$ cat src/hw/rtl/flna_pkg.sv
// shared types and constants of the number-to-ascii unit
`default_nettype none

package flna_pkg;

  typedef enum logic [1:0] {
    CMD_UDEC = 2'd0,
    CMD_SDEC = 2'd1,
    CMD_HEX  = 2'd2,
    CMD_BIN  = 2'd3
  } cmd_t;

  localparam logic [6:0] CH_PLUS  = 7'h2B;
  localparam logic [6:0] CH_MINUS = 7'h2D;
  localparam logic [6:0] CH_ZERO  = 7'h30;
  localparam logic [6:0] CH_A     = 7'h41;

  localparam int unsigned DEC_DIGITS = 10;
  localparam int unsigned HEX_DIGITS = 8;
  localparam int unsigned BIN_DIGITS = 16;

  localparam int unsigned BCD_W = 4 * DEC_DIGITS;

  // controller to datapath
  typedef struct packed {
    logic load;
    logic conv_step;
    logic emit_sign;
    logic emit_digit;
  } ctrl_cmd_t;

  // datapath to controller
  typedef struct packed {
    logic is_dec;
    logic is_signed;
    logic cnt_zero;
    logic idx_zero;
    logic bit_last;
  } dp_status_t;

endpackage

`default_nettype wire

$ cat src/hw/rtl/fixed_length_number_to_ascii_unit.sv
// top level of the fixed-length number to ascii converter
//
//   channel   ports                                        handshake
//   input     in_command in_value in_digit_count           start & !busy
//             in_row in_start_col
//   result    out_row out_col out_glyph_code out_last      out_valid strobe, one cycle
//
// one beat in, then one result beat per character, most significant digit first
// per item: accept, decode in the load state, then in decimal modes VALUE_WIDTH
//   shift-add-3 steps in the bcd converter, then a sign beat in signed mode and
//   one beat per digit
// synchronous active-low reset returns the controller to idle and drops out_valid
// the receiver cannot stall: each result beat is taken in its own cycle
`default_nettype none

module fixed_length_number_to_ascii_unit
  import flna_pkg::*;
#(
  parameter int unsigned VALUE_WIDTH = 32
) (
  input  wire logic        clk,
  input  wire logic        rst_n,
  input  wire logic        start,
  output logic             busy,
  input  wire logic [1:0]  in_command,
  input  wire logic [31:0] in_value,
  input  wire logic [4:0]  in_digit_count,
  input  wire logic [2:0]  in_row,
  input  wire logic [4:0]  in_start_col,
  output logic             out_valid,
  output logic [2:0]       out_row,
  output logic [4:0]       out_col,
  output logic [6:0]       out_glyph_code,
  output logic             out_last
);

  // command and status between controller and datapath
  ctrl_cmd_t  cmd;
  dp_status_t status;

  // sequencer: decides conversion, sign beat and digit beats
  flna_ctrl u_ctrl (
    .clk    (clk),
    .rst_n  (rst_n),
    .start  (start),
    .busy   (busy),
    .cmd    (cmd),
    .status (status)
  );

  // operand registers, bcd converter and registered result beat
  flna_dp #(
    .VALUE_WIDTH (VALUE_WIDTH)
  ) u_dp (
    .clk            (clk),
    .rst_n          (rst_n),
    .cmd            (cmd),
    .status         (status),
    .in_command     (in_command),
    .in_value       (in_value),
    .in_digit_count (in_digit_count),
    .in_row         (in_row),
    .in_start_col   (in_start_col),
    .out_valid      (out_valid),
    .out_row        (out_row),
    .out_col        (out_col),
    .out_glyph_code (out_glyph_code),
    .out_last       (out_last)
  );

endmodule

`default_nettype wire

$ cat src/hw/rtl/flna_dp.sv
// datapath: operand registers, shift-add-3 bcd converter, digit select and output beat
`default_nettype none

module flna_dp
  import flna_pkg::*;
#(
  parameter int unsigned VALUE_WIDTH = 32
) (
  input  wire logic        clk,
  input  wire logic        rst_n,
  input  wire ctrl_cmd_t   cmd,
  output dp_status_t       status,
  input  wire logic [1:0]  in_command,
  input  wire logic [31:0] in_value,
  input  wire logic [4:0]  in_digit_count,
  input  wire logic [2:0]  in_row,
  input  wire logic [4:0]  in_start_col,
  output logic             out_valid,
  output logic [2:0]       out_row,
  output logic [4:0]       out_col,
  output logic [6:0]       out_glyph_code,
  output logic             out_last
);

  localparam int unsigned VW  = VALUE_WIDTH;
  localparam int unsigned BCW = $clog2(VALUE_WIDTH);

  cmd_t              mode_r;
  logic [VW-1:0]     val_r;
  logic [BCD_W-1:0]  bcd_r;
  logic [3:0]        idx_r;
  logic              cnt_zero_r;
  logic              neg_r;
  logic [2:0]        row_r;
  logic [4:0]        col_r;
  logic [BCW-1:0]    bit_cnt_r;

  logic              out_valid_r;
  logic [2:0]        out_row_r;
  logic [4:0]        out_col_r;
  logic [6:0]        out_glyph_r;
  logic              out_last_r;

  logic [VW-1:0]     vin;
  logic [31:0]       low32;
  logic              in_neg;
  logic [4:0]        limit;
  logic [4:0]        clamped;
  logic [BCD_W-1:0]  bcd_adj;
  logic [63:0]       dec_pad;
  logic [63:0]       hex_pad;
  logic [15:0]       bin16;
  logic [3:0]        digit;
  logic [6:0]        digit_glyph;

  // input value and low word of the held value at the configured width
  if (VW >= 32) begin : g_wide
    assign vin   = VW'(in_value);
    assign low32 = val_r[31:0];
  end else begin : g_narrow
    assign vin   = in_value[VW-1:0];
    assign low32 = {{(32-VW){1'b0}}, val_r};
  end

  assign in_neg = (cmd_t'(in_command) == CMD_SDEC) && vin[VW-1];

  always_comb begin
    unique case (cmd_t'(in_command))
      CMD_UDEC, CMD_SDEC: limit = 5'(DEC_DIGITS);
      CMD_HEX:            limit = 5'(HEX_DIGITS);
      CMD_BIN:            limit = 5'(BIN_DIGITS);
      default:            limit = 5'(BIN_DIGITS);
    endcase
    clamped = (in_digit_count > limit) ? limit : in_digit_count;
  end

  // add 3 to every bcd digit of five or more before the shift
  always_comb begin
    for (int d = 0; d < DEC_DIGITS; d++) begin
      bcd_adj[4*d +: 4] = (bcd_r[4*d +: 4] >= 4'd5) ? bcd_r[4*d +: 4] + 4'd3
                                                       : bcd_r[4*d +: 4];
    end
  end

  assign dec_pad = {{(64-BCD_W){1'b0}}, bcd_r};
  assign hex_pad = {32'd0, low32};
  assign bin16   = low32[15:0];

  always_comb begin
    case (mode_r)
      CMD_UDEC, CMD_SDEC: digit = dec_pad[{idx_r, 2'b00} +: 4];
      CMD_HEX:            digit = hex_pad[{idx_r, 2'b00} +: 4];
      default:            digit = {3'b000, bin16[idx_r]};
    endcase
    digit_glyph = (digit < 4'd10) ? CH_ZERO + 7'(digit) : CH_A + 7'(digit - 4'd10);
  end

  always_ff @(posedge clk) begin
    if (cmd.load) begin
      mode_r     <= cmd_t'(in_command);
      val_r      <= in_neg ? ('0 - vin) : vin;
      neg_r      <= in_neg;
      bcd_r      <= '0;
      idx_r      <= 4'(clamped - 5'd1);
      cnt_zero_r <= (clamped == 5'd0);
      row_r      <= in_row;
      col_r      <= in_start_col;
      bit_cnt_r  <= BCW'(VW - 1);
    end else if (cmd.conv_step) begin
      bcd_r     <= {bcd_adj[BCD_W-2:0], val_r[VW-1]};
      val_r     <= {val_r[VW-2:0], 1'b0};
      bit_cnt_r <= bit_cnt_r - BCW'(1);
    end else if (cmd.emit_sign) begin
      col_r <= col_r + 5'd1;
    end else if (cmd.emit_digit) begin
      col_r <= col_r + 5'd1;
      idx_r <= idx_r - 4'd1;
    end
  end

  always_ff @(posedge clk) begin
    if (!rst_n) begin
      out_valid_r <= 1'b0;
    end else begin
      out_valid_r <= cmd.emit_sign | cmd.emit_digit;
    end
  end

  always_ff @(posedge clk) begin
    if (cmd.emit_sign) begin
      out_row_r   <= row_r;
      out_col_r   <= col_r;
      out_glyph_r <= neg_r ? CH_MINUS : CH_PLUS;
      out_last_r  <= cnt_zero_r;
    end else if (cmd.emit_digit) begin
      out_row_r   <= row_r;
      out_col_r   <= col_r;
      out_glyph_r <= digit_glyph;
      out_last_r  <= (idx_r == 4'd0);
    end
  end

  assign status.is_dec    = (mode_r == CMD_UDEC) || (mode_r == CMD_SDEC);
  assign status.is_signed = (mode_r == CMD_SDEC);
  assign status.cnt_zero  = cnt_zero_r;
  assign status.idx_zero  = (idx_r == 4'd0);
  assign status.bit_last  = (bit_cnt_r == '0);

  assign out_valid      = out_valid_r;
  assign out_row        = out_row_r;
  assign out_col        = out_col_r;
  assign out_glyph_code = out_glyph_r;
  assign out_last       = out_last_r;

endmodule

`default_nettype wire

$ cat src/hw/rtl/flna_ctrl.sv
// controller state machine: load, convert, sign and digit sequencing
`default_nettype none

module flna_ctrl
  import flna_pkg::*;
(
  input  wire logic       clk,
  input  wire logic       rst_n,
  input  wire logic       start,
  output logic            busy,
  output ctrl_cmd_t       cmd,
  input  wire dp_status_t status
);

  typedef enum logic [4:0] {
    ST_IDLE  = 5'b00001,
    ST_LOAD  = 5'b00010,
    ST_CONV  = 5'b00100,
    ST_SIGN  = 5'b01000,
    ST_DIGIT = 5'b10000
  } state_t;

  state_t state_r, state_nxt;

  always_comb begin
    state_nxt = state_r;
    unique case (state_r)
      ST_IDLE: begin
        if (start) state_nxt = ST_LOAD;
      end
      ST_LOAD: begin
        if (status.is_dec && !status.cnt_zero) state_nxt = ST_CONV;
        else if (status.is_signed)             state_nxt = ST_SIGN;
        else if (!status.cnt_zero)             state_nxt = ST_DIGIT;
        else                                   state_nxt = ST_IDLE;
      end
      ST_CONV: begin
        if (status.bit_last) state_nxt = status.is_signed ? ST_SIGN : ST_DIGIT;
      end
      ST_SIGN: begin
        state_nxt = status.cnt_zero ? ST_IDLE : ST_DIGIT;
      end
      ST_DIGIT: begin
        if (status.idx_zero) state_nxt = ST_IDLE;
      end
      default: state_nxt = ST_IDLE;
    endcase
  end

  always_ff @(posedge clk) begin
    if (!rst_n) begin
      state_r <= ST_IDLE;
    end else begin
      state_r <= state_nxt;
    end
  end

  assign busy           = (state_r != ST_IDLE);
  assign cmd.load       = (state_r == ST_IDLE) && start;
  assign cmd.conv_step  = (state_r == ST_CONV);
  assign cmd.emit_sign  = (state_r == ST_SIGN);
  assign cmd.emit_digit = (state_r == ST_DIGIT);

endmodule

`default_nettype wire
$ cat config.mk
export PLATFORM = sky130hd
export DESIGN_NAME = fixed_length_number_to_ascii_unit
export DESIGN_NICKNAME = d
export VERILOG_FILES = /design/src/hw/rtl/flna_pkg.sv /design/src/hw/rtl/fixed_length_number_to_ascii_unit.sv /design/src/hw/rtl/flna_dp.sv /design/src/hw/rtl/flna_ctrl.sv
export SDC_FILE = /design/constraint.sdc
export NUM_CORES = 1
export LEC_CHECK = 0
export ABC_AREA = 1
export BUFFER_PORTS_ARGS = -buffer_cell sky130_fd_sc_hd__buf_2
export CORE_ASPECT_RATIO = 0.75
export CORE_UTILIZATION = 60
export CTS_BUF_LIST = sky130_fd_sc_hd__clkbuf_4 sky130_fd_sc_hd__clkbuf_8 sky130_fd_sc_hd__clkbuf_16
export CTS_CLUSTER_SIZE = 28
export DETAILED_ROUTE_END_ITERATION = 7
export PLACE_DENSITY_LB_ADDON = 0.2
export SLEW_MARGIN = 20
export SYNTH_ARGS = -nofsm -noshare
export SYNTH_HDL_FRONTEND = slang
export SYNTH_SLANG_ARGS = --single-unit
export TNS_END_PERCENT = 1
$ cat constraint.sdc
create_clock -name clk -period 3.5 [get_ports clk]
set_clock_uncertainty 0.2 [all_clocks]
set_input_delay 0.7 -clock clk [delete_from_list [all_inputs] [get_ports clk]]
set_output_delay 0.7 -clock clk [all_outputs]
set_load 0.01 [all_outputs]
## After elaboration in Yosys (flattened, before gate mapping)

Index checks and enable logic that the tools add are counted.

| word-level totals | value |
|---|---|
| output and inout port bits | 18 |
| register bits | 115 |
| input port bits | 50 |

| operators by class | value |
|---|---|
| muxes and demuxes | 44 |
| equal/unequal tests | 16 |
| add/sub/neg operators | 18 |
| order comparisons | 13 |
| bitwise operators | 1 |
| reductions and logical operators | 19 |
| shift-type cells | 2 |

Operator list:

| cell | count |
|---|---|
| variable part select 64 x 7 -> 4 bit | 2 |
| two-way mux 32 bit | 3 |
| two-way mux 5 bit | 14 |
| two-way mux 4 bit | 13 |
| >= comparator 4 x 3 -> 1 bit, second input constant | 10 |
| adder 4 x 2 -> 4 bit, second input constant | 9 |
| subtractor 1 x 32 -> 32 bit, first input constant | 1 |
| one-hot mux 5 bit (5 select lines) | 1 |
| two-way mux 7 bit | 3 |
| one-hot mux 5 bit (3 select lines) | 1 |
| two-way mux 3 bit | 4 |
| zero test 5 bit | 2 |
| one-hot mux 4 bit (2 select lines) | 1 |
| subtractor 4 x 1 -> 4 bit, second input constant | 2 |
| adder 6 x 4 -> 7 bit, first input constant | 1 |
| adder 7 bit, first input constant | 1 |
| equality test 2 bit, second input constant | 3 |
| != test 2 bit, second input constant | 3 |
| AND reduction 3 bit | 2 |
| nonzero test 2 bit | 3 |
| adder 5 x 1 -> 5 bit, second input constant | 1 |
| equality test 5 x 1 -> 1 bit, second input constant | 1 |
| equality test 5 x 2 -> 1 bit, second input constant | 1 |
| equality test 5 x 3 -> 1 bit, second input constant | 1 |
| 22 further kinds | 30 |

## Logic depth before layout (Yosys ltp)

Gate-level depths: netlist of the first run.

| depth | value |
|---|---|
| word-level depth | 8 |
| gate-level depth with buffers | 19 |
| depth with buffers taken out | 17 |

## Hierarchy

From an unflattened synthesis of the first run, not the netlist that was laid out.

| unflattened totals | value |
|---|---|
| cells, all modules | 982 |
| area total of the unflattened synthesis | 7419.6 sq um |

Modules (own cells, without submodules):

| module | area each (sq um) | cells an instance | times used | sequential area each (sq um) |
|---|---|---|---|---|
| flna_dp | 7025.5 | 918 | 1 | 2842.7 |
| flna_ctrl | 394.1 | 64 | 1 | 100.1 |

## Worst setup path before layout of the first run

No wires, ideal clock.

| timing path | value |
|---|---|
| path kind | input-to-reg |
| start | input in_value[0] |
| end | register u_dp.val_r[16], in the netlist u_dp.low32[16] (data pin) |
| arrival time | 2004 ps |
| data required time | 3047 ps |
| path slack | 1043 ps |
| path buffers | 0 |
| stages | 11 |
| cell sequence | inv_1 ha_1 nand3_1 or2_1 nor2_4 nand3_1 nand2_2 o21ai_1 or2_0 nand3_1 nand2_1 |

| between the ends | value |
|---|---|
| longest elaborated chain between the ends | 3 |

RTL lines:

| element | line | RTL |
|---|---|---|
| from (decl) | fixed_length_number_to_ascii_unit.sv:26 | `input wire logic [31:0] in_value,` |
| subtractor 1 x 32 -> 32 bit | flna_dp.sv:101 | `val_r <= in_neg ? ('0 - vin) : vin;` |
| two-way mux 32 bit | flna_dp.sv:101 |  |
| two-way mux 32 bit | flna_dp.sv:99 | `if (cmd.load) begin` |
| to (signal assigned) | flna_dp.sv:101 |  |
| to (signal assigned) | flna_dp.sv:111 | `val_r <= {val_r[VW-2:0], 1'b0};` |
| to (decl) | flna_dp.sv:29 | `logic [VW-1:0] val_r;` |

Every way passes these cells.
A chain may end at the register's enable or synchronous reset.

## Worst setup path after layout of the first run

| timing path | value |
|---|---|
| start | register u_dp.idx_r[0] |
| end | register u_dp.out_glyph_r[5], in the netlist u_dp.out_glyph_code[5] (data pin) |

| between the ends | value |
|---|---|
| longest elaborated chain between the ends | 8 |
| elaborated cells on any way between the ends | 12 |
| those cells by class | add/sub: 3; order compare: 1; shift: 2; mux: 6 |

RTL lines:

| element | line | RTL |
|---|---|---|
| from (decl) | flna_dp.sv:31 | `logic [3:0] idx_r;` |
| from (signal assigned) | flna_dp.sv:104 | `idx_r <= 4'(clamped - 5'd1);` |
| from (signal assigned) | flna_dp.sv:117 | `idx_r <= idx_r - 4'd1;` |
| parallel branches: the longest is 2 deep, another holds variable part select 64 x 7 -> 4 bit | n/a |  |
| one-hot mux 4 bit (2 select lines) (*) | flna_dp.sv:90 | `case (mode_r)` |
| subtractor 4 x 4 -> 5 bit | flna_dp.sv:95 | `digit_glyph = (digit < 4'd10) ? CH_ZERO + 7'(digit) : CH_A + 7'(digit - 4'd10);` |
| adder 7 bit | flna_dp.sv:95 |  |
| two-way mux 7 bit (*) | flna_dp.sv:95 |  |
| two-way mux 7 bit (*) | flna_dp.sv:135 | `end else if (cmd.emit_digit) begin` |
| two-way mux 7 bit (*) | flna_dp.sv:130 | `if (cmd.emit_sign) begin` |
| to (signal assigned) | flna_dp.sv:133 | `out_glyph_r <= neg_r ? CH_MINUS : CH_PLUS;` |
| to (signal assigned) | flna_dp.sv:138 | `out_glyph_r <= digit_glyph;` |
| to (decl) | flna_dp.sv:41 | `logic [6:0] out_glyph_r;` |

Mark *: on every way between the ends. The select of a mux whose other input is x is not followed.

==> results of run 1 <==
==> cells in the final DEF, fill, tap and decap left out, types with 11 or more instances in the layout <==
| master | count |
|---|---|
| buf_2 | 67 |
| a21oi_1 | 37 |
| nand3_1 | 90 |
| clkbuf_16 | 17 |
| o211ai_1 | 22 |
| inv_1 | 128 |
| edfxtp_1 | 64 |
| nor2_1 | 80 |
| nand2_1 | 237 |
| xor2_1 | 13 |
| nand4_1 | 16 |
| buf_4 | 12 |
| o21ai_0 | 96 |
| dfxtp_1 | 51 |
| o31ai_1 | 11 |
| ha_1 | 29 |
==> metal layers <==
layer / vias up / track usage (%) / wire length (µm)
met2: 292 / 49.0 / 8400
met5: - / 0 / 0
met4: 0 / 9.21 / 331
met1: 3126 / 41.7 / 8220
li1: 3446 / - / -
met3: 38 / 6.25 / 1350
==> path summary, 6_finish.rpt <==
path,end,start,cells after the start
setup reg to reg,u_dp.out_glyph_code[5]$_SDFFCE_PP1P_,u_dp.idx_r[0]$_DFFE_PP_,17
hold / removal,u_dp.out_row[2]$_DFFE_PP_,u_dp.row_r[2]$_DFFE_PP_,0
setup / recovery,u_dp.out_glyph_code[5]$_SDFFCE_PP1P_,u_dp.idx_r[0]$_DFFE_PP_,17
hold reg to reg,u_dp.out_row[2]$_DFFE_PP_,u_dp.row_r[2]$_DFFE_PP_,0
==> cell type report <==
type	instances	area (µm²)	share of cell area [%]
clock inverters	15	193	2.30
repair buffers	80	445	5.31
clock buffers	17	425	5.07
multi-input cells	702	3670	43.8
inverters	134	503	6.00
flip-flops and latches	115	2940	35.1
well taps	162	203	2.42
==> stage by stage <==
stage                     cell area (µm²)  total power, mW  setup slack [ns]
after global routing                 8390             4.29             0.309
after floorplan                      7330             2.13              1.04
after detailed placement             7770             2.32             0.643
after global placement               7770             2.30             0.703
final                                8390             4.13             0.564
after CTS                            8390             4.12             0.624
==> synth_stat cells, types with 2 or more instances <==
cell type  count
a21oi_1       37
a21oi_2        2
a31oi_1        2
buf_2         18
buf_4          2
buf_6          6
clkbuf_1       7
dfxtp_1       51
edfxtp_1      64
ha_1          29
inv_1        128
inv_2          6
nand2_1      238
nand2_2        4
nand2_4        2
nand3_1       90
nand3_2        2
nand3b_1       2
nand4_1       16
nor2_1        80
nor2_2         3
nor2_4         2
nor2_8         2
nor3_1         9
nor4_1         3
o211ai_1      22
o21ai_0       96
o22ai_1       10
o31ai_1       11
o32ai_1       10
or2_2          5
xnor2_1        5
xor2_1        13
==> kinds of logic after synthesis <==
logic type | count (synthesis)
xor+xnor | 18
simple gates | 461
fa+ha+maj | 29
flops | 115
buf+inv | 170
compound gates | 194
==> power by group <==
part / internal (mW) / switching [mW] / total, mW
Clock: 1.14 / 0.684 / 1.82
Sequential: 1.55 / 0.0706 / 1.62
Combinational: 0.235 / 0.456 / 0.691
Total: 2.92 / 1.21 / 4.13
==> state kept, by name, indices dropped and copies added, names as in the netlist <==
signal and count:
u_dp.bcd_r 40, u_ctrl.state_r 5, u_dp.out_col 5, u_dp.out_row 3, u_dp.out_last 1, u_dp.col_r 5
u_dp.out_glyph_code 7, u_dp.low32 32, u_dp.neg_r 1, u_dp.idx_r 4, u_dp.cnt_zero_r 1, u_dp.out_valid 1
u_dp.mode_r 2, u_dp.row_r 3, u_dp.bit_cnt_r 5
==> metrics.txt, run 1 <==
leading area contributor after synthesis edfxtp_1; Area Growth Syn to Fin 14.3%; global route overflow 0; asr flop ratio synth 0%; RSZ-0062 raised after global routing false; first-pass GRT wire length 30300 µm; Total GRT Usage 30.6%; Post-Syn Area 0.00733 mm²; Post-synth top flop edfxtp_1; Max Buffers Root-to-Sink 2; synth top area cells edfxtp_1 26%, dfxtp_1 14%, nand2_1 12%, o21ai_0 6.6%, inv_1 6.6%; Netlist cell types 43; Finish-stage setup viols 0; post-layout util 71.4%; CTS H-tree lvls 4; crit path DAT 2.91 ns; # diodes 0; Max-Cap Viols 0; Worst R2R Setup Slack 0.56 ns; clk slew on worst S/H paths 0.06 ns; Leak Pwr 3.61 nW; CP Class reg2reg; RD Place Congestion 0.925; row cnt 34; Worst-Margin Slew 0.826 ns; Slowest-stage cell, CP edfxtp_1; average size of a mapped cell 7.43 µm²; initial antenna violation count 0; Cell Pwr Density 492 mW/mm²; Clock Latency Late Sink 0.42 ns; Final Critical Period 2.94 ns; I/O pin count 68; IO Port Bufs 67; Die Area 0.0127 mm²; DR pass1 iterations 5; post-CTS setup buffer count 0; CP bufs+invs 5; Rel. slew slack 44.9%; Detailed Place HPWL 13200 µm; CTS hold repair buffers 0; CP max stage delay 0.58 ns; vias in the first global route 6280; total CTS buffers 17; largest family of logic cells by synthesized area simple AND/OR/NAND/NOR gates; largest net degree at the start of global routing 48; Core Region 0.0117 mm²; Die Width 130 µm; mux contribution to synthesized area 0%; post-synthesis compound-gate area fraction 15.3%; Critical Path End Type register; Synth Warn # 0; Filler cells 974; Setup crit start kind register; Slew Limit Fails 0; post-route clock period utilization 83.9%; register area share after synthesis 40.1%; Max IR drop VDD 0.386 mV; Seq cells post-synth 115; cell repeated most along the worst path nand2_1; CTS sink cnt 115; hold slack final 0.225 ns; Via density 5.63; outcome finished, final reports clean; area share of the leading cell type in the synthesized netlist 26.2%; Final Hold Viols 0; CTS tree built; CP Data Required Time 3.48 ns; Placed Instances 1193; Initial Util 62.5%; Layout Nets 1129; routed wire length per instance 14.9 µm; layout cells sized above 1 13.3%; xor and xnor area share after synthesis 2.15%; post-synthesis adder-cell area fraction 4.95%; # DRC 0; clock root buffer master clkbuf_16; initial drt markers 575; Vias 6902; critical path, cell by cell buf_4 > nand2_1 > o211ai_1 > nand2_1 > nand2_1 > nand2_1 > inv_1 > nand2_1 > nand2_1 > nand2_2 > ha_1 > inv_1 > nand3_2 > inv_2 > nand2_1 > a21oi_2 > inv_2; cell family with most CP delay simple AND/OR/NAND/NOR gates; TNS Setup 0 ns; Critical Path Fanout Max 30; Syn Inst Count 987; Fmax 341 MHz; EDFF count, synth 64; simple-gate share of the synthesized area 27.6%; PostCTS Resize Cnt 0; Final Non-Filler Cells 1225; Min-Delay Path Class reg2reg; post-route antenna net violation count 0; Die Y 97.8 µm; Post-Syn Nets 1066; total wire length 18300 µm
Note: power is estimated with default switching activity, not from simulation.
==> inputs of run 2 (changes only) <==
==> constraint.sdc (replaced) <==
create_clock -name clk -period 2.8 [get_ports clk]
set_clock_uncertainty 0.2 [all_clocks]
set_input_delay 0.56 -clock clk [delete_from_list [all_inputs] [get_ports clk]]
set_output_delay 0.56 -clock clk [all_outputs]
set_load 0.01 [all_outputs]
==> metrics.txt, run 2 (synthesis results as in run 1) <==
internal power 3.70 mW (+27%); Critical Path End Type register; Slew Limit Fails 0 (unchanged); Worst-Margin Slew 0.604 ns (-0.222 ns); r2r endpoint u_dp.out_glyph_code[5]$_SDFFCE_PP1P_; CP bufs+invs 6 (+1); Final Non-Filler Cells 1244 (+1.6%); initial antenna violation count 0 (unchanged); cell repeated most along the worst path nand2_1; Finish-stage setup viols 0 (unchanged); sequential share of power 38.4% (-0.8 points); sw frac 29.2% (-0.12 points); Crit Reg-Reg Startpoint u_dp.mode_r[1]$_DFFE_PP_; I/O pin count 68 (unchanged); Die Area 0.0127 mm² (unchanged); clk slew on worst S/H paths 0.06 ns (about the same); Comb pwr share 18.9% (+2.2 points); CTS tree built; Detailed Place HPWL 13400 µm (+1.6%); first-pass GRT wire length 30800 µm (+1.7%); number of flip-flops in the largest register 40 (unchanged); CP Data Required Time 2.77 ns (-0.71 ns); Critical Path Fanout Max 11 (-63%); worst hold start in_row[2]; Core Region 0.0117 mm² (unchanged); IO Port Bufs 67 (unchanged); Slowest-stage cell, CP edfxtp_1; outcome finished, final reports clean; Register-to-Register Path Depth 18 (+1); Hold Crit Endpoint u_dp.row_r[2]$_DFFE_PP_; layout cells sized above 1 14.8% (+1.5 points); Max Buffers Root-to-Sink 2 (unchanged); post-route antenna net violation count 0 (unchanged); Cell Pwr Density 606 mW/mm² (+23%); Min-Delay Path Class in2reg; Top reg by flops u_dp.bcd_r; post-route clock period utilization 96.0% (+12 points); CP Class reg2reg; Layout Nets 1148 (+1.7%); # diodes 0 (unchanged); row cnt 34 (unchanged); cell depth of the worst setup path 18 (+1); vias in the first global route 6397 (+1.9%); Die Y 97.8 µm (unchanged); Fmax 372 MHz (+9.2%); Via density 5.74 (+1.9%); clock share of power 42.7% (-1.4 points); Die Width 130 µm (unchanged); CP max stage delay 0.48 ns (-0.10 ns); # DRC 0 (unchanged); initial drt markers 792 (+38%); switching power 1.52 mW (+26%); Clock Latency Late Sink 0.42 ns (about the same); Worst R2R Setup Slack 0.11 ns (-0.45 ns); cell family with most CP delay simple AND/OR/NAND/NOR gates; Final Critical Period 2.69 ns (-0.247 ns); largest net degree at the start of global routing 46 (-4.2%); routed wire length per instance 15.3 µm (+2.8%); most common cell after layout, fill and taps aside nand2_1; crit path DAT 2.66 ns (-0.25 ns); Leak Pwr 3.73 nW (+3.2%); Area Growth Syn to Fin 17.4%; post-layout util 73.3% (+1.9 points); total wire length 19100 µm (+4.3%); total CTS buffers 17 (unchanged); critical path, cell by cell inv_4 > nor2_8 > buf_4 > nand3_1 > nand2_1 > nand2_1 > nand2_1 > inv_1 > nand2_1 > nand2_2 > nand2_4 > ha_1 > inv_2 > nand3_2 > inv_2 > nand2_1 > a21oi_2 > inv_2; Setup crit start kind register; Rel. slew slack 59.6% (+15 points); CTS H-tree lvls 4 (unchanged); global route overflow 0 (unchanged); Max-Cap Viols 0 (unchanged); Initial Util 62.5% (unchanged); Placed Instances 1202 (+0.75%); Vias 7145 (+3.5%); CTS sink cnt 115 (unchanged); worst hold path depth 1 (+1); Total GRT Usage 30.9% (+0.38 points); clock root buffer master clkbuf_16; most frequent cells in the layout 237 x nand2_1, 127 x inv_1, 96 x o21ai_0; DR pass1 iterations 7 (+2); RD Place Congestion 0.929 (+0.42%); Final Hold Viols 0 (unchanged); Max IR drop VDD 0.528 mV (+37%)
run 2: cell types whose count changed in the layout (fill, tap and decap cells not counted):
cell | before | now
inv_4 | 0 | 2
clkinv_4 | 3 | 4
clkbuf_16 | 17 | 19
clkinv_1 | 0 | 1
clkinv_2 | 0 | 1
clkinvlp_4 | 2 | 3
inv_1 | 128 | 127
inv_2 | 6 | 5
buf_12 | 1 | 5
buf_4 | 12 | 24
nor2_4 | 3 | 4
inv_6 | 7 | 3
run 2: power groups by stage:
| stage | clock network (mW) | logic [mW] | registers [mW] |
|---|---|---|---|
| CTS | 2.24 | 0.913 | 2.00 |
| finish | 2.23 | 0.985 | 2.00 |
| floorplan | 0 | 0.652 | 2.01 |
| global placement | 0 | 0.885 | 2.04 |
| global route | 2.32 | 1.08 | 2.01 |
| detailed placement | 0 | 0.903 | 2.04 |
run 2: routing by layer:
layer	track usage, %	up-vias	wire length (µm)
met5	0	-	0
met4	10.5	0	396
met3	5.75	45	1650
met2	47.5	363	8650
met1	43.8	3258	8400
li1	-	3479	-
run 2: cell type report:
cell class | count | area [µm²]
multi-input combinational | 703 | 3680
fill | 933 | 3130
sequential | 115 | 2940
timing repair buffer | 98 | 666
inverter | 134 | 508
clock buffer | 17 | 425
tap | 162 | 203
clock inverter | 15 | 183
run 2: what timing repair did:
item	in CTS	in global routing
resized for setup	0	3
setup endpoints to repair	0	6
buffers inserted	0	7
hold buffers	0	0
endpoints found under the hold margin	0	0
run 2: worst max-delay path by stage:
stage / from / endpoint / slack, ns
after floorplan: u_dp.idx_r[0]$_DFFE_PP_ / u_dp.out_glyph_code[5]$_SDFFCE_PP1P_ / 0.38
after detailed placement: in_command[0] / u_dp.idx_r[2]$_DFFE_PP_ / 0.12
after global routing: u_dp.mode_r[0]$_DFFE_PP_ / u_dp.out_glyph_code[2]$_DFFE_PP_ / -0.04
after CTS: u_dp.mode_r[0]$_DFFE_PP_ / u_dp.out_glyph_code[5]$_SDFFCE_PP1P_ / 0.07
final: u_dp.mode_r[1]$_DFFE_PP_ / u_dp.out_glyph_code[5]$_SDFFCE_PP1P_ / 0.11
after global placement: in_command[0] / u_dp.idx_r[2]$_DFFE_PP_ / 0.15
run 2: worst register-to-register path: stages, from the launching register on:
cell,delay [ns]
edfxtp_1,0.48
inv_4,0.15
nor2_8,0.08
buf_4,0.15
nand3_1,0.07
nand2_1,0.08
nand2_1,0.08
nand2_1,0.08
inv_1,0.06
nand2_1,0.07
nand2_2,0.08
nand2_4,0.07
ha_1,0.24
inv_2,0.09
nand3_2,0.12
inv_2,0.10
nand2_1,0.06
a21oi_2,0.15
inv_2,0.04
run 2: metrics by stage:
stage                     power (mW)  setup WS [ns]  TNS (ns)  instance area [µm²]  hold slack (ns)
final                           5.22          0.111         0                 8610            0.125
after floorplan                 2.66          0.382         0                 7330            0.200
after detailed placement        2.94          0.120         0                 7870            0.212
after CTS                       5.16         0.0721         0                 8480            0.120
after global routing            5.42        -0.0398   -0.0461                 8610            0.113
after global placement          2.92          0.150         0                 7870            0.201
